--- src/rtl/core/palette_pixel_expand_alpha_mask_unit_defines.svh ---
// Assertion macros for the palette pixel expander
`ifndef PALETTE_PIXEL_EXPAND_ALPHA_MASK_UNIT_DEFINES_SVH
`define PALETTE_PIXEL_EXPAND_ALPHA_MASK_UNIT_DEFINES_SVH

// Consequent must hold in the same cycle as the antecedent.
`define PPE_ASSERT_NOW(lbl, clk, rst_n, ante, cons, msg) \
	lbl: assert property (@(posedge clk) disable iff (!rst_n) (ante) |-> (cons)) \
		else $error(msg);

// Consequent must hold in the cycle after the antecedent.
`define PPE_ASSERT_NEXT(lbl, clk, rst_n, ante, cons, msg) \
	lbl: assert property (@(posedge clk) disable iff (!rst_n) (ante) |=> (cons)) \
		else $error(msg);

`endif

--- src/rtl/core/ppe_pkg.sv ---
// Shared constants and types for the palette pixel expander
`timescale 1ns / 1ps

package ppe_pkg;

	localparam int PALETTE_DEPTH = 1024;
	localparam int ADDR_W        = $clog2(PALETTE_DEPTH);
	// pixel index (8 bits) plus base (10 bits) needs 11 bits before wrapping
	localparam int SUM_W         = (ADDR_W > 11) ? ADDR_W : 11;

	localparam int BASE_W        = 10;
	localparam int CFG_IDX_W     = 2;
	localparam int CFG_DATA_W    = 10;

	localparam logic KIND_PIXEL = 1'b0;
	localparam logic KIND_WRITE = 1'b1;

	localparam logic [CFG_IDX_W-1:0] CFG_PALETTE_BASE = 2'd0;
	localparam logic [CFG_IDX_W-1:0] CFG_USE_PALETTE  = 2'd1;
	localparam logic [CFG_IDX_W-1:0] CFG_MASK_ENABLE  = 2'd2;

	typedef struct packed {
		logic [31:0] pixel;
		logic        use_pal;
		logic        mask_en;
	} pix_info_t;

	typedef struct packed {
		logic              busy;
		logic [ADDR_W-1:0] addr;
	} clr_t;

endpackage

--- src/rtl/core/ppe_init.sv ---
// Clearing sequencer that zeroes the palette store after reset
`timescale 1ns / 1ps

module ppe_init (
	input  logic          clk,
	input  logic          arst_n,
	output ppe_pkg::clr_t clr
);

	import ppe_pkg::*;

	logic              busy_q;
	logic [ADDR_W-1:0] addr_q;

	always_ff @(posedge clk or negedge arst_n) begin
		if (!arst_n) begin
			busy_q <= 1'b1;
			addr_q <= '0;
		end else if (busy_q) begin
			addr_q <= addr_q + ADDR_W'(1);
			if (addr_q == ADDR_W'(PALETTE_DEPTH - 1)) begin
				busy_q <= 1'b0;
			end
		end
	end

	assign clr.busy = busy_q;
	assign clr.addr = addr_q;

endmodule

--- config.mk ---
export PLATFORM = sky130hd
export DESIGN_NAME = ppe_init
export DESIGN_NICKNAME = d
export VERILOG_FILES = /design/src/rtl/core/palette_pixel_expand_alpha_mask_unit_defines.svh /design/src/rtl/core/ppe_pkg.sv /design/src/rtl/core/ppe_init.sv
export SDC_FILE = /design/constraint.sdc
export NUM_CORES = 1
export LEC_CHECK = 0
export BUFFER_PORTS_ARGS = -buffer_cell sky130_fd_sc_hd__buf_2
export CAP_MARGIN = 5
export CORE_AREA = 2 2 39 41
export CTS_BUF_LIST = sky130_fd_sc_hd__clkbuf_4 sky130_fd_sc_hd__clkbuf_8
export CTS_CLUSTER_DIAMETER = 200
export DETAILED_ROUTE_END_ITERATION = 16
export DIE_AREA = 0 0 41 43
export PLACE_DENSITY = 0.6
export SLEW_MARGIN = 20
export SYNTH_ARGS = -nofsm -noshare
export SYNTH_HDL_FRONTEND = slang
export SYNTH_SLANG_ARGS = --single-unit
export TNS_END_PERCENT = 20
--- constraint.sdc ---
create_clock -name clk -period 1.53 [get_ports clk]
set_clock_uncertainty 0.15 [all_clocks]
set_input_delay 0.306 -clock clk [delete_from_list [all_inputs] [get_ports clk]]
set_output_delay 0.306 -clock clk [all_outputs]
set_load 0.005 [all_outputs]
# Yosys cells after proc, flatten, opt, wreduce, memory -nomap -nowiden
# Index checks and enable logic that the tools add are counted.
# totals
inputBits	2
regBits	11
word_cells	6
output_inout_bits	11
# classes
mux	2
eq_ne	1
n_addsub	1
# op_table
op	count
adder 10 x 1 -> 10 bit, second input constant	1
equality test 10 bit, second input constant	1
2-to-1 mux 1 bit	2

# Logic depth before layout (Yosys ltp)
# logic_depth
ltp_word	3
depth_mapped	4
mapped_depth_nobuf	4

# Worst setup path after synthesis
# No wires, ideal clock.
# synth_timing
path_type	register to register
from	register busy_q
to	register addr_q[6]
arrival_time_ns	1.108
setup_ns	0.124
synth_period_minus_slack_ns	1.382
n_path_buf	1
path_slack_ns	0.148
path_stages_with_launch	5
path_cell_list	dfstp_2 > clkbuf_2 > and3_1 > nand4_1 > xnor2_1
# synth_rtl
element	line_no	rtl
from (decl)	ppe_init.sv:12	logic busy_q;
from (signal assigned)	ppe_init.sv:17	busy_q <= 1'b1;
from (signal assigned)	ppe_init.sv:22	busy_q <= 1'b0;
to (signal assigned)	ppe_init.sv:20	addr_q <= addr_q + ADDR_W'(1);
to (decl)	ppe_init.sv:13	logic [ADDR_W-1:0] addr_q;

# Worst setup path in the final report
# layout_timing
from	register busy_q
to	output port clr[10] in the netlist's numbering
# layout_rtl
element	line_no	rtl
to (decl)	ppe_init.sv:7	output ppe_pkg::clr_t clr
# No word-level cell between the ends.

==> impl_metrics.ini <==
[timing]
rsz0062_at_grt = false
finalHoldViolations = 0
post-route-min-period_ns = 1.447
finalMaxSlewViolations = 0
fin_hold_ws_ns = 0.2848
timing.setup.tns_ns = 0
timing.final.crit_share_pct = 94.57
max_freq_ghz = 0.6911
setup_viol = 0
worstMarginPinSlew_ns = 0.2526
max_slew_headroom_pct = 83.16

[yosys]
post_synth_inst_count = 39
syn_avg_cell_area_um2 = 12.70
seq_area_frac_synth_pct = 55.81
postSynthNetCount = 42
synth_cell_types = 17
ys.warnings.count = 0
yosys_register_bits = 11
synthesis.area_um2 = 495.5

[critical_path]
cp_capture_type = output pin
crit_chain = buf_2
path_depth = 1
worst_path_arrival_time_ns = 0.99
critPathMaxStageDelay_ns = 0.59
crit_slowest_cell = sky130_fd_sc_hd__dfstp_2
ff2ff_path_depth = 4
critical_path_required_ns = 1.07
timing_worst_setup_path_type = register to output pin
setup.worst_path.start_class = register
path_delay_family = flip-flops
buffers_and_inverters_on_the_worst_path = 1
cp_max_fo = 6

[power_and_ir_drop]
p_leak_nw = 0.3765
peakVddDrop_mv = 0.2875
power.density_mw_per_mm2 = 801.9
p_total_uw = 513.7

[clock_network]
numClockSinks = 11
cts-root-to-sink-buffers = 2
cts.htree.levels = 1
clkTransAtPathRegs_ns = 0.07
cts_tree = done
cts_root_buf = sky130_fd_sc_hd__clkbuf_4
numCtsBuffers = 3
clock_latency_ns = 0.27

[finish]
final_net_count = 63
final_layout_size_suffix_gt1_share_pct = 45.76
area.growth.synth_to_final_pct = 29.29
n_antenna_cell = 0
final_common_cell = sky130_fd_sc_hd__buf_2
final_cell_mix = 12 x sky130_fd_sc_hd__buf_2, 10 x sky130_fd_sc_hd__dfrtp_1, 5 x sky130_fd_sc_hd__xor2_1, 5 x sky130_fd_sc_hd__buf_4

[detailed_routing]
drt_iter0_drc = 1
detail-route-antenna-nets = 0
routed_wire_length_per_instance_um = 12.00
routed_wirelength_um = 900
drt-pass1-iter-count = 2
drcViolationCount = 0
num_vias = 364
vias_per_cell = 4.853

[floorplan]
num_rows = 14
initial_utilization_pct = 35.80
die_w_um = 41
dieHeight_um = 43
boundaryPins = 13
full_die_area_mm2 = 0.001763
core_area_mm2 = 0.001384

[worst_hold_path]
worstHoldPathType = primary input to asynchronous set/reset pin

[grt]
grt_remaining_overflow = 0
initial_antenna_violation_count = 0
pin_count_of_the_biggest_net_entering_global_routing = 12
grt_pass1_vias = 329
overall_global_routing_resource_usage_pct = 12.16
first_pass_grt_wire_length_um = 1393

[flow_run]
maxCapViolCount = 0

[placement]
portBuffers = 12
hpwlAfterDp_um = 614.5
finalWeightedCongestion = 0.6901

[outcome]
run_status = complete, no violations
[registers in the layout (all words and copies together) (netlist names)]
| name | count |
|---|---|
| addr_q | 10 |
| busy_q | 1 |
[layer usage]
layer | up-vias | global-route usage [%] | part of all wire [%] | wire length [µm]
met5 | - | 0 | 0 | 0
met4 | 0 | 10.00 | 1.2 | 11
met3 | 2 | 3.665 | 8.1 | 73
met2 | 12 | 14.37 | 45 | 402
met1 | 181 | 17.22 | 46 | 413
li1 | 169 | - | - | -
[where the power goes]
part | switching [mW] | internal [mW]
logic | 0.00565 | 0.00260
registers | 0 | 0.291
clock network | 0.0960 | 0.119
[cell usage after synthesis]
master / number / area (µm²)
sky130_fd_sc_hd__clkbuf_2: 1 / 5.000
sky130_fd_sc_hd__nand4_1: 2 / 12.51
sky130_fd_sc_hd__nand2_1: 4 / 15.01
sky130_fd_sc_hd__ha_1: 1 / 12.51
sky130_fd_sc_hd__and3_1: 1 / 6.260
sky130_fd_sc_hd__nor3_2: 1 / 10.01
sky130_fd_sc_hd__dfrtp_1: 10 / 250.2
sky130_fd_sc_hd__o31a_2: 1 / 10.01
sky130_fd_sc_hd__buf_4: 1 / 7.510
sky130_fd_sc_hd__dfstp_2: 1 / 26.28
sky130_fd_sc_hd__xor2_1: 5 / 43.79
sky130_fd_sc_hd__mux2_2: 1 / 11.26
sky130_fd_sc_hd__xnor2_1: 4 / 35.03
sky130_fd_sc_hd__nor2_1: 3 / 11.26
sky130_fd_sc_hd__nand3_1: 1 / 5.000
sky130_fd_sc_hd__nand4_2: 1 / 12.51
sky130_fd_sc_hd__nand4_4: 1 / 21.27
[area by class of cell]
cell class / count / area (µm²)
Timing Repair Buffer: 18 / 107.6
Multi-Input combinational cell: 26 / 206.4
Fill cell: 130 / 743.2
Tap cell: 16 / 20.02
Sequential cell: 11 / 276.5
Clock buffer: 4 / 30.03
[cells by family (layout without fill, tap and decap cells)]
kind of cell / after synthesis / count (layout) / synth area share [%]
buf+inv: 2 / 22 / 2.525
simple gates: 14 / 14 / 18.94
mux: 1 / 1 / 2.273
flops: 11 / 11 / 55.81
compound gates: 1 / 1 / 2.020
fa+ha+maj: 1 / 1 / 2.525
xor+xnor: 9 / 9 / 15.91
[path summary, 6_finish.rpt]
check	startpoint	end	slack (ns)
worst min register to register	addr_q[8]	addr_q[8]	0.34
worst min-delay path	arst_n	addr_q[6]	0.28
worst max-delay path	busy_q	clr[10]	0.08
max in group asynchronous	arst_n	busy_q	0.69
worst max register to register	busy_q	addr_q[9]	0.13
min in group clk	addr_q[8]	addr_q[8]	0.34
[per-stage QoR]
step | utilization (%) | std cells | setup slack (ns) | area (µm²)
after floorplan | - | 39 | 0.1480 | 495.5
after CTS | 44.12 | 71 | 0.01223 | 610.6
after global routing | 46.29 | 75 | 0.04552 | 640.6
after global placement | 41.23 | 66 | 0.1623 | 570.5
final | 46.29 | 75 | 0.08309 | 640.6
after detailed placement | 41.23 | 66 | 0.1654 | 570.5
[timing repair]
action,in CTS,in global routing
endpoints found under the hold margin,11,0
setup endpoints to repair,0,1
hold buffers,1,0
resized for setup,0,0
buffers inserted,0,4
(Power assumes the default switching activity.)
