### config.mk
export PLATFORM = sky130hd
export DESIGN_NAME = ppe_blend
export DESIGN_NICKNAME = d
export VERILOG_FILES = /design/src/rtl/core/palette_pixel_expand_alpha_mask_unit_defines.svh /design/src/rtl/core/ppe_pkg.sv /design/src/rtl/core/ppe_blend.sv
export SDC_FILE = /design/constraint.sdc
export NUM_CORES = 1
export LEC_CHECK = 0
export BUFFER_PORTS_ARGS = -buffer_cell sky130_fd_sc_hd__buf_2
export CAP_MARGIN = 20
export CORE_ASPECT_RATIO = 0.7
export CORE_MARGIN = 4
export CORE_UTILIZATION = 51
export DETAILED_ROUTE_END_ITERATION = 10
export GPL_TIMING_DRIVEN = 0
export PLACE_DENSITY = 0.88
export SLEW_MARGIN = 40
export SYNTH_ARGS = -nofsm -noshare
export SYNTH_HDL_FRONTEND = slang
export SYNTH_SLANG_ARGS = --single-unit
### constraint.sdc
create_clock -name clk -period 3.19 [get_ports clk]
set_clock_uncertainty 0.05 [all_clocks]
set_input_delay 0.1595 -clock clk [delete_from_list [all_inputs] [get_ports clk]]
set_output_delay 0.1595 -clock clk [all_outputs]
set_load 0.05 [all_outputs]
### src/rtl/core/palette_pixel_expand_alpha_mask_unit_defines.svh
// Assertion macros for the palette pixel expander
`ifndef PALETTE_PIXEL_EXPAND_ALPHA_MASK_UNIT_DEFINES_SVH
`define PALETTE_PIXEL_EXPAND_ALPHA_MASK_UNIT_DEFINES_SVH

// Consequent must hold in the same cycle as the antecedent.
`define PPE_ASSERT_NOW(lbl, clk, rst_n, ante, cons, msg) \
	lbl: assert property (@(posedge clk) disable iff (!rst_n) (ante) |-> (cons)) \
		else $error(msg);

// Consequent must hold in the cycle after the antecedent.
`define PPE_ASSERT_NEXT(lbl, clk, rst_n, ante, cons, msg) \
	lbl: assert property (@(posedge clk) disable iff (!rst_n) (ante) |=> (cons)) \
		else $error(msg);

`endif

### src/rtl/core/ppe_pkg.sv
// Shared constants and types for the palette pixel expander
`timescale 1ns / 1ps

package ppe_pkg;

	localparam int PALETTE_DEPTH = 1024;
	localparam int ADDR_W        = $clog2(PALETTE_DEPTH);
	// pixel index (8 bits) plus base (10 bits) needs 11 bits before wrapping
	localparam int SUM_W         = (ADDR_W > 11) ? ADDR_W : 11;

	localparam int BASE_W        = 10;
	localparam int CFG_IDX_W     = 2;
	localparam int CFG_DATA_W    = 10;

	localparam logic KIND_PIXEL = 1'b0;
	localparam logic KIND_WRITE = 1'b1;

	localparam logic [CFG_IDX_W-1:0] CFG_PALETTE_BASE = 2'd0;
	localparam logic [CFG_IDX_W-1:0] CFG_USE_PALETTE  = 2'd1;
	localparam logic [CFG_IDX_W-1:0] CFG_MASK_ENABLE  = 2'd2;

	typedef struct packed {
		logic [31:0] pixel;
		logic        use_pal;
		logic        mask_en;
	} pix_info_t;

	typedef struct packed {
		logic              busy;
		logic [ADDR_W-1:0] addr;
	} clr_t;

endpackage

### src/rtl/core/ppe_blend.sv
// Alpha modulation stages and output register
`timescale 1ns / 1ps

module ppe_blend (
	input  logic               clk,
	input  logic               arst_n,
	input  logic               s1_valid,
	input  ppe_pkg::pix_info_t s1_info,
	input  logic [31:0]        color,
	output logic               s1_take,
	output logic               out_valid,
	input  logic               out_stall,
	output logic [31:0]        out_pixel,
	output logic [7:0]         mask_alpha,
	output logic               mask_valid
);

	import ppe_pkg::*;

	logic        s2_valid_q;
	logic [15:0] prod_s2;
	logic [23:0] rgb_s2;
	pix_info_t   info_s2;

	logic        out_valid_q;
	logic [31:0] out_pixel_q;
	logic [7:0]  mask_alpha_q;
	logic        mask_valid_q;

	logic        out_en;
	logic [16:0] div_sum;
	logic [7:0]  alpha_mod;

	assign out_en  = !out_valid_q || !out_stall;
	assign s1_take = !s2_valid_q || out_en;

	// floor(p / 255) for p up to 65025 (255 * 255): (p + (p >> 8) + 1) >> 8
	assign div_sum   = 17'(prod_s2) + 17'(prod_s2[15:8]) + 17'd1;
	assign alpha_mod = div_sum[15:8];

	always_ff @(posedge clk or negedge arst_n) begin
		if (!arst_n) begin
			s2_valid_q  <= 1'b0;
			out_valid_q <= 1'b0;
		end else begin
			if (s1_take) begin
				s2_valid_q <= s1_valid;
			end
			if (out_en) begin
				out_valid_q <= s2_valid_q;
			end
		end
	end

	always_ff @(posedge clk) begin
		if (s1_take) begin
			prod_s2 <= 16'(color[31:24] * s1_info.pixel[31:24]);
			rgb_s2  <= color[23:0];
			info_s2 <= s1_info;
		end
		if (out_en) begin
			out_pixel_q  <= info_s2.use_pal ? {alpha_mod, rgb_s2} : info_s2.pixel;
			mask_alpha_q <= info_s2.pixel[31:24];
			mask_valid_q <= info_s2.mask_en;
		end
	end

	assign out_valid  = out_valid_q;
	assign out_pixel  = out_pixel_q;
	assign mask_alpha = mask_alpha_q;
	assign mask_valid = mask_valid_q;

endmodule

Word-level counts from Yosys, hierarchy flattened. Cells that the tools add are included.

Bits in registers: 117. Output and inout port bits: 43. Logic and storage cells: 19.

Add/sub/neg operators: 2. Multipliers: 1. Mux-type cells: 1. Reductions and logical operators: 5.

Operator list (number): $mux 32 (1); $add 16x1->16 const B (1); $add 16x8->16 (1); $mul 8x8->16 (1); $logic_not 1->1 (3); $logic_or 1x1->1 (2).

Logic depth before layout (Yosys ltp). Gate-level depths: netlist of run 1.

Word-level depth: 3. Depth in mapped cells: 16.

Worst setup path after synthesis of run 1. OpenSTA, ideal clock, no wires.

Path kind: input -> register. Start point: in color[30]. End point: reg prod_s2[14], data pin. Library setup time: 0.258 ns. Arrival time: 3.743 ns. Data required time: 2.882 ns. Setup slack: -0.861 ns. Stages: 14. Buffers on the path: 0. Cell sequence: and2_1 > fa_1 > fa_1 > fa_1 > inv_1 > fa_1 > inv_1 > ha_1 > o21ai_0 > a211oi_1 > or2_2 > a31o_1 > a21oi_2 > xnor2_1.

Longest elaborated chain between the ends: 1.

Ends and longest elaborated chain: start: declaration (line ppe_blend.sv:9) `input logic [31:0] color,`; $mul 8x8->16 (line ppe_blend.sv:57) `prod_s2 <= 16'(color[31:24] * s1_info.pixel[31:24]);`; end signal: assignment (line ppe_blend.sv:57); end: declaration (line ppe_blend.sv:21) `logic [15:0] prod_s2;`.

No other way between the ends. A chain may end at the register's enable or synchronous reset.

Final worst setup path of run 1.
Start point: in color[28]. End point: reg prod_s2[15], data pin.

Same word-level chain as after synthesis.

==> results of run 1 <==
==> through the flow <==
stage               total power (W)  setup WS, ps
finish                      0.00711          -589
global route                0.00736          -697
floorplan                   0.00365          -727
detailed placement          0.00413         -1110
CTS                         0.00629          -509
global placement            0.00402         -1110
==> cell usage in the layout, fill, tap and decap left out, drive strengths merged, types with 2 or more instances in the layout <==
| cell | synthesis | routed |
|---|---|---|
| buf | 0 | 142 |
| edfxtp | 115 | 115 |
| dlygate4sd3 | 0 | 55 |
| inv | 55 | 55 |
| and2 | 49 | 49 |
| ha | 43 | 43 |
| fa | 36 | 36 |
| mux2 | 25 | 25 |
| clkbuf | 4 | 25 |
| nand2 | 23 | 23 |
| a21oi | 18 | 18 |
| xnor2 | 16 | 16 |
| nor2 | 13 | 13 |
| o21ai | 8 | 8 |
| nand3 | 6 | 6 |
| nand2b | 5 | 5 |
| clkinv | 0 | 5 |
| nor3 | 4 | 4 |
| xor2 | 3 | 3 |
| bufinv | 0 | 3 |
| a21o | 2 | 2 |
| nor4b | 2 | 2 |
| clkinvlp | 0 | 2 |
| dfrtp | 2 | 2 |
| a21boi | 2 | 2 |
| a311oi | 2 | 2 |
==> worst max path at each step <==
| stage | start | to |
|---|---|---|
| floorplan | color[28] | prod_s2[14] |
| global placement | s1_info[30] | prod_s2[14] |
| detailed placement | s1_info[30] | prod_s2[14] |
| CTS | color[25] | prod_s2[14] |
| global route | color[31] | prod_s2[15] |
| finish | color[28] | prod_s2[15] |
==> timing repair <==
action,4_1_cts,5_1_grt
gates cloned,0,0
gates resized for setup,69,50
hold buffers,55,0
hold endpoints to repair,56,0
buffers inserted,15,14
pin swaps,29,31
endpoints found under the setup margin,8,10
==> logic make-up after synthesis <==
group / Yosys count / synth area share
flops: 117 / 0.561
simple gates: 107 / 0.0938
fa+ha+maj: 79 / 0.202
buf+inv: 59 / 0.0355
compound gates: 36 / 0.0367
mux: 25 / 0.0451
xor+xnor: 19 / 0.0266
==> layout make-up <==
class | count | area (µm²) | share of cell area
Buffer | 4 | 15.0 | 0.00168
Clock inverter | 10 | 133 | 0.0149
Sequential cell | 117 | 3500 | 0.393
Multi-Input combinational cell | 266 | 2890 | 0.324
Inverter | 55 | 206 | 0.0231
Timing Repair Buffer | 197 | 1530 | 0.172
Clock buffer | 21 | 440 | 0.0494
Tap cell | 157 | 196 | 0.0220
==> worst register-to-register path: stages, from the launching register on <==
cell and delay [ps]:
edfxtp_1 510, ha_1 270, nor3_1 270, a21oi_1 170
a311oi_4 630, nor3_1 210, xnor2_1 310, a21oi_1 130
==> power groups by stage <==
stage | Combinational (W) | Clock [W] | Sequential [W]
floorplan | 0.00125 | 0 | 0.00240
global placement | 0.00187 | 0 | 0.00215
detailed placement | 0.00197 | 0 | 0.00216
CTS | 0.00228 | 0.00186 | 0.00215
global route | 0.00319 | 0.00199 | 0.00219
finish | 0.00303 | 0.00190 | 0.00218
==> registers in the layout, indices dropped and copies added (netlist names) <==
signal	count
info_s2	34
prod_s2	16
mask_alpha	8
mask_valid	1
s2_valid_q	1
out_pixel	32
rgb_s2	24
out_valid	1
==> layer usage <==
metal | global-route usage | part of all wire | vias up
met2 | 0.464 | 0.51 | 325
met4 | 0.104 | 0.061 | 0
li1 | - | - | 1972
met1 | 0.289 | 0.35 | 2279
met3 | 0.0531 | 0.076 | 95
met5 | 0 | 0 | -
==> results.py, run 1 <==
metrics = {
    "place": {
        "place_inst": 712,
        "placed_area_um2": 7120,
        "gp_congestion": 0.822,
        "io_buffers": 112,
        "dp_hpwl_mm": 9.97,
    },
    "status": {
        "status": "complete, but fails checks",
        "violations": "negative setup slack",
    },
    "power_and_ir_drop": {
        "pwr_density_cell_nw_per_um2": 797,
        "p_int_w": 0.00457,
        "netSwitchingFraction": 0.357,
        "share_seq_of_total_power": 0.306,
        "power_switching_w": 0.00254,
        "ir_drop_v": 0.000500,
        "leakagePower_nw": 3.83,
        "combPwrFrac": 0.426,
        "clockPowerShare": 0.268,
    },
    "synthesis": {
        "synth.distinct_cells": 35,
        "synth_ff_type": "edfxtp_1",
        "seq_area_frac_synth": 0.561,
        "synth_top_cell_by_area": "edfxtp_1",
        "post-synth-top-count-cell": "edfxtp_1",
        "synth_edf_count": 115,
        "synth-seq-cells": 117,
        "yosysWarningCount": 0,
        "syn_inst": 442,
        "synthTopCellsByArea": "edfxtp_1 55%, fa_1 12%, ha_1 8.6%, and2_1 4.9%, mux2_2 4.5%",
        "synth_common_cells": "115 x edfxtp_1, 55 x inv_1, 49 x and2_1",
        "syn-num-nets": 591,
        "synth_top_area_frac": 0.553,
        "synthArstFlopShare": 0.0171,
        "syn_area_um2": 6250,
        "avgSynthCellArea_um2": 14.1,
    },
    "critical_path": {
        "cp-start-kind": "input pin",
        "cp_num_buf_inv": 5,
        "cp_max_fo": 8,
        "path_cells": "buf_6 -> and2_4 -> fa_1 -> fa_1 -> fa_1 -> inv_1 -> fa_1 -> inv_1 -> ha_4 -> nor2_4 -> buf_4 -> buf_6 -> a211oi_4 -> nand3_1 -> a21oi_2 -> nor4b_2 -> a311oi_1",
        "r2r_end": "out_pixel[29]",
        "r2r-start": "prod_s2[11]",
        "worst-path-stages": 17,
        "crit_top_cell": "fa_1",
        "r2r_cells": 7,
        "worstSetupPathType": "in -> reg",
        "rrSetupSlack_ps": 360,
        "critPathMaxStageDelay_ps": 560,
        "cp.required_ps": 3350,
        "cpLargestDelayFamily": "adder cells",
        "arrival_ps": 3940,
        "endpoint_kind": "flip-flop",
        "cpMaxStageDelayCell": "fa_1",
    },
    "grt": {
        "grt_pass1_wl_mm": 26.9,
        "antenna_found_initial": 0,
        "grt_pass1_vias": 4878,
        "grt_use_total": 0.252,
        "grt_max_degree": 43,
        "grt_overflow": 0,
    },
    "clocking": {
        "cts.clk_slew.worst_paths_ps": 50,
        "cts_sinks": 117,
        "cts_buffer_depth": 2,
        "cts_buffers": 17,
        "htree_levels": 4,
        "clk_latency_ps": 420,
        "clockRootBuffer": "clkbuf_16",
        "tritoncts": "done",
    },
    "timing": {
        "final_max_slew_viol_count": 0,
        "whs_ps": 27.6,
        "period_needed_ps": 3780,
        "setup-violations-final": 9,
        "fin_tns_setup_ps": -3080,
        "tightest_slew_ps": 700,
        "relSlewSlack": 0.533,
        "fin_crit_sh": 1.18,
        "max_freq_mhz": 265,
        "setup_ws_ps": -589,
        "finalHoldViolations": 0,
        "rsz0062_at_grt": "true",
    },
    "layout": {
        "stdcell_count": 827,
        "fin_util": 0.753,
        "area_growth_pct": 42.8,
        "final_area_um2": 8920,
        "fill_cells": 646,
        "layout.nets": 807,
        "drive_above_1_share": 0.394,
        "antenna_cells": 0,
    },
    "die": {
        "io_pins": 113,
        "die_w_um": 140,
        "dieArea_um2": 14100,
        "die_h_um": 101,
        "start_util": 0.527,
        "rows": 33,
        "core_um2": 11900,
    },
    "route": {
        "wire_per_inst_um": 22.7,
        "vias_per_cell": 5.65,
        "first_pass_iters": 5,
        "vias": 4671,
        "antenna_left": 0,
        "drt-initial-drc-count": 415,
        "drc_errors": 0,
        "wirelength_mm": 18.7,
    },
    "worst_hold_path": {
        "worst_hold_path_type": "in -> async",
    },
    "flow_run": {
        "drv_cap": 0,
    },
}
Note: power is estimated with default switching activity, not from simulation.
==> run 2: changes to the inputs <==
--- a/config.mk
+++ b/config.mk
@@ -12,7 +12,7 @@
 export CORE_UTILIZATION = 51
 export DETAILED_ROUTE_END_ITERATION = 10
 export GPL_TIMING_DRIVEN = 0
-export PLACE_DENSITY = 0.88
+export PLACE_DENSITY = 0.86
 export SLEW_MARGIN = 40
 export SYNTH_ARGS = -nofsm -noshare
 export SYNTH_HDL_FRONTEND = slang
==> results.py, run 2 (synthesis results as in run 1) <==
metrics = {
    "layout": {
        "layout.nets": 796,
        "drive_above_1_share": 0.370,
        "largest_register_ffs": 34,
        "fin_util": 0.741,
        "largest-register": "info_s2",
        "layout_common_cells": "115 x edfxtp_1, 98 x buf_2, 60 x dlygate4sd3_1, 49 x inv_1",
        "fill_cells": 676,
        "layout_commonest_cell": "edfxtp_1",
        "antenna_cells": 0,
        "stdcell_count": 817,
        "area_growth_pct": 40.6,
    },
    "timing": {
        "fin_tns_setup_ps": -2860,
        "fin_crit_sh": 1.22,
        "relSlewSlack": 0.541,
        "rsz0062_at_grt": "true",
        "tightest_slew_ps": 689,
        "period_needed_ps": 3880,
        "setup_ws_ps": -688,
        "setup-violations-final": 8,
        "final_max_slew_viol_count": 0,
        "finalHoldViolations": 0,
        "whs_ps": 12.0,
        "max_freq_mhz": 258,
    },
    "power_and_ir_drop": {
        "combPwrFrac": 0.413,
        "leakagePower_nw": 3.77,
        "ir_drop_v": 0.000426,
        "p_int_w": 0.00421,
        "pwr_density_cell_nw_per_um2": 771,
        "netSwitchingFraction": 0.378,
        "share_seq_of_total_power": 0.320,
        "clockPowerShare": 0.267,
        "power_switching_w": 0.00256,
    },
    "critical_path": {
        "arrival_ps": 3990,
        "cp_max_fo": 9,
        "worst-path-stages": 16,
        "cpMaxStageDelayCell": "fa_1",
        "r2r-start": "prod_s2[14]",
        "endpoint_kind": "flip-flop",
        "cp.required_ps": 3300,
        "crit_top_cell": "fa_1",
        "r2r_cells": 7,
        "cp-startpoint": "s1_info[30]",
        "cpLargestDelayFamily": "adder cells",
        "worstSetupPathType": "in -> reg",
        "cp-start-kind": "input pin",
        "cp_num_buf_inv": 4,
        "path_cells": "buf_12 -> and2_4 -> fa_1 -> fa_1 -> fa_1 -> inv_2 -> fa_1 -> inv_2 -> ha_4 -> buf_6 -> o21ai_4 -> a211oi_4 -> or2_4 -> a31o_1 -> a21oi_2 -> xnor2_2",
        "critPathMaxStageDelay_ps": 560,
    },
    "die": {
        "die_h_um": 101,
        "io_pins": 113,
        "dieArea_um2": 14100,
        "start_util": 0.527,
        "rows": 33,
        "die_w_um": 140,
        "core_um2": 11900,
    },
    "clocking": {
        "cts_buffers": 17,
        "cts.clk_slew.worst_paths_ps": 60,
        "tritoncts": "done",
        "clk_latency_ps": 420,
        "cts_buffer_depth": 2,
        "clockRootBuffer": "clkbuf_16",
        "cts_sinks": 117,
        "htree_levels": 4,
    },
    "worst_hold_path": {
        "worst_hold_path_type": "in -> reg",
        "min_from": "color[24]",
        "whs_path_depth": 2,
    },
    "flow_run": {
        "drv_cap": 0,
    },
    "route": {
        "antenna_left": 0,
        "drt-initial-drc-count": 365,
        "first_pass_iters": 5,
        "vias_per_cell": 5.56,
        "wirelength_mm": 18.5,
        "drc_errors": 0,
        "vias": 4539,
        "wire_per_inst_um": 22.6,
    },
    "place": {
        "place_inst": 713,
        "preCtsSetupSlack_ps": -1110,
        "gp_congestion": 0.837,
        "io_buffers": 112,
        "dp_hpwl_mm": 9.90,
    },
    "status": {
        "status": "complete, but fails checks",
        "violations": "negative setup slack",
    },
    "grt": {
        "grt_max_degree": 43,
        "grt_pass1_wl_mm": 27.4,
        "grt_use_total": 0.260,
        "antenna_found_initial": 0,
        "grt_pass1_vias": 4904,
        "grt_overflow": 0,
    },
}
==> run 2: cell count changes in the layout (fill, tap and decap cells not counted), moves of 4 or more <==
| cell | previous run | this run |
|---|---|---|
| dlygate4sd3_1 | 55 | 60 |
| buf_6 | 14 | 8 |
| inv_6 | 0 | 4 |
| clkinv_4 | 1 | 6 |
| inv_1 | 45 | 49 |
| inv_2 | 10 | 6 |
| clkbuf_1 | 8 | 4 |
| buf_4 | 20 | 9 |
==> run 2: worst register-to-register path: stages, from the launching register on <==
cell      delay [ps]
edfxtp_1         470
ha_1             360
a21oi_1          180
a21boi_0         220
a311oi_4         580
nor3_1           170
xnor2_1          320
a21oi_1          150
==> run 2: cell type report <==
class                      instances  area, µm²  share of cell area
buffer                             4       15.0             0.00171
clock buffer                      17        425              0.0484
clock inverter                    15        126              0.0144
inverter                          55        206              0.0235
multi-input combinational        266       2850               0.324
sequential                       117       3500               0.399
tap                              157        196              0.0224
timing repair buffer             186       1470               0.167
==> run 2: per-stage QoR <==
stage	instance area, µm²	power (W)
6_report	8780	0.00677
4_1_cts	8610	0.00618
5_1_grt	8780	0.00701
3_3_place_gp	7090	0.00401
3_5_place_dp	7150	0.00411
2_1_floorplan	6330	0.00365
==> run 2: power groups by stage <==
stage	logic, W	clock network (W)	registers, W
after floorplan	0.00125	0	0.00240
after global placement	0.00186	0	0.00215
after detailed placement	0.00194	0	0.00216
after CTS	0.00228	0.00176	0.00214
after global routing	0.00295	0.00188	0.00218
final	0.00280	0.00181	0.00216
==> run 2: per-layer routing <==
layer / global-route usage / routed length, µm / vias up
met5: 0 / 0 / -
met4: 0.130 / 1090 / 0
met3: 0.0588 / 1110 / 77
met1: 0.282 / 6330 / 2278
met2: 0.483 / 9970 / 239
li1: - / - / 1945
==> run 2: worst paths after layout <==
| check | end | slack, ps |
|---|---|---|
| max in group asynchronous | s2_valid_q | 1850 |
| max reg2reg | out_pixel[29] | 390 |
| max | prod_s2[14] | -690 |
| min in group asynchronous | out_valid | 560 |
| min | prod_s2[0] | 10 |
| min reg2reg | mask_valid | 390 |
==> run 2: repair_timing <==
item / 4_1_cts / 5_1_grt
setup buffers: 9 / 3
resized for setup: 72 / 30
hold endpoints to repair: 59 / 0
pin swaps: 29 / 15
setup endpoints to repair: 8 / 9
hold buffers: 60 / 0
==> run 3: changes to the inputs <==
--- a/config.mk
+++ b/config.mk
@@ -7,12 +7,12 @@
 export LEC_CHECK = 0
 export BUFFER_PORTS_ARGS = -buffer_cell sky130_fd_sc_hd__buf_2
 export CAP_MARGIN = 20
-export CORE_ASPECT_RATIO = 0.7
 export CORE_MARGIN = 4
 export CORE_UTILIZATION = 51
+export CTS_CLUSTER_DIAMETER = 80
 export DETAILED_ROUTE_END_ITERATION = 10
 export GPL_TIMING_DRIVEN = 0
-export PLACE_DENSITY = 0.86
+export PLACE_DENSITY = 0.8
 export SLEW_MARGIN = 40
 export SYNTH_ARGS = -nofsm -noshare
 export SYNTH_HDL_FRONTEND = slang
==> results.py, run 3 (synthesis results as in run 1) <==
metrics = {
    "place": {
        "preCtsSetupSlack_ps": -1160,
        "io_buffers": 112,
        "gp_congestion": 0.807,
        "dp_hpwl_mm": 9.35,
    },
    "timing": {
        "whs_ps": 28.4,
        "final_max_slew_viol_count": 0,
        "rsz0062_at_grt": "true",
        "period_needed_ps": 3730,
        "max_freq_mhz": 268,
        "setup_ws_ps": -536,
        "fin_crit_sh": 1.17,
        "relSlewSlack": 0.580,
        "finalHoldViolations": 0,
        "tightest_slew_ps": 630,
        "setup-violations-final": 7,
    },
    "flow_run": {
        "drv_cap": 0,
    },
    "grt": {
        "grt_max_degree": 43,
        "antenna_found_initial": 0,
        "grt_pass1_wl_mm": 25.2,
        "grt_use_total": 0.236,
        "grt_overflow": 0,
        "grt_pass1_vias": 4715,
    },
    "clocking": {
        "cts.clk_slew.worst_paths_ps": 50,
        "cts_sinks": 117,
        "tritoncts": "done",
        "cts_buffers": 17,
        "cts_buffer_depth": 2,
        "htree_levels": 4,
        "clk_latency_ps": 410,
        "clockRootBuffer": "clkbuf_16",
    },
    "critical_path": {
        "worstSetupPathType": "in -> reg",
        "cp.required_ps": 3300,
        "cp_max_fo": 5,
        "endpoint_kind": "flip-flop",
        "cp-start-kind": "input pin",
        "arrival_ps": 3830,
    },
    "layout": {
        "largest_register_ffs": 34,
        "drive_above_1_share": 0.361,
        "largest-register": "info_s2",
        "layout.nets": 795,
        "antenna_cells": 0,
        "area_growth_pct": 39.6,
        "layout_common_cells": "115 x edfxtp_1, 98 x buf_2, 57 x dlygate4sd3_1, 48 x inv_1",
        "layout_commonest_cell": "edfxtp_1",
    },
    "power_and_ir_drop": {
        "leakagePower_nw": 3.73,
        "pwr_density_cell_nw_per_um2": 749,
        "ir_drop_v": 0.000381,
        "finalPower_w": 0.00653,
    },
    "die": {
        "start_util": 0.520,
        "rows": 40,
        "io_pins": 113,
        "die_h_um": 119,
        "dieArea_um2": 14100,
        "die_w_um": 119,
        "core_um2": 12000,
    },
    "route": {
        "drt-initial-drc-count": 368,
        "wirelength_mm": 16.1,
        "vias": 4257,
        "drc_errors": 0,
        "antenna_left": 0,
        "first_pass_iters": 4,
        "wire_per_inst_um": 19.9,
        "vias_per_cell": 5.28,
    },
    "status": {
        "status": "complete, but fails checks",
        "violations": "negative setup slack",
    },
    "worst_hold_path": {
        "worst_hold_path_type": "in -> reg",
    },
}
run 3: cell types whose count changed in the layout (fill, tap and decap cells not counted), moves of 3 or more:
| cell | previous run | this run |
|---|---|---|
| a21oi_1 | 12 | 15 |
| buf_12 | 8 | 5 |
| clkinv_4 | 6 | 3 |
| dlygate4sd3_1 | 60 | 57 |
| nand2_4 | 5 | 2 |
| xnor2_1 | 13 | 16 |
| xnor2_2 | 3 | 0 |
run 3: timing repair:
item                       CTS  global route
setup endpoints to repair    8             7
hold buffers                57             0
pin swaps                   21            22
resized for setup           61            27
hold endpoints to repair    58             0
buffers inserted             8             6
run 3: final timing paths:
path | from | endpoint | slack [ps] | depth (start not counted)
setup reg to reg | prod_s2[14] | out_pixel[30] | 760 | 7
setup / recovery | s1_info[28] | prod_s2[14] | -540 | 14
min in group asynchronous | arst_n | s2_valid_q | 50 | 2
hold / removal | s1_info[26] | info_s2[26] | 30 | 1
max in group asynchronous | arst_n | out_valid | 2950 | 2
hold reg to reg | info_s2[28] | mask_alpha[2] | 410 | 0
run 3: power by group:
group	switching, W	leakage [nW]	internal [W]	total, W
registers	0.000131	1.19	0.00201	0.00215
clock network	0.000746	0.286	0.00118	0.00192
logic	0.00136	2.26	0.00111	0.00246
run 3: per-stage QoR:
stage | util | area [µm²] | instances | setup TNS [ps]
global placement | 0.589 | 7070 | 701 | -6050
global route | 0.726 | 8720 | 806 | -3090
finish | 0.726 | 8720 | 806 | -2060
detailed placement | 0.594 | 7140 | 703 | -6830
floorplan | - | 6330 | 442 | -3040
CTS | 0.714 | 8570 | 800 | -2110
run 3: critical path, cell delays in order:
cell and delay (ps):
buf_12 110, and2_4 150, fa_1 570, fa_1 450, fa_1 500, inv_1 50, fa_1 510, inv_2 50
ha_4 150, or4b_4 520, a21o_1 200, a31o_1 220, a21oi_2 130, xnor2_1 80
run 3: final cells by class:
type | count | area (µm²)
Sequential cell | 117 | 3500
Fill cell | 728 | 3290
Multi-Input combinational cell | 266 | 2780
Timing Repair Buffer | 185 | 1440
Clock buffer | 18 | 429
Inverter | 55 | 206
Tap cell | 147 | 184
Clock inverter | 14 | 168
Buffer | 4 | 15.0
run 3: layer usage:
| layer | up-vias | global-route usage | wire length (µm) | part of all wire |
|---|---|---|---|---|
| met5 | - | 0 | 0 | 0 |
| met3 | 30 | 0.0493 | 932 | 0.058 |
| met1 | 2101 | 0.264 | 5940 | 0.37 |
| met2 | 174 | 0.441 | 8670 | 0.54 |
| li1 | 1952 | - | - | - |
| met4 | 0 | 0.0854 | 522 | 0.032 |
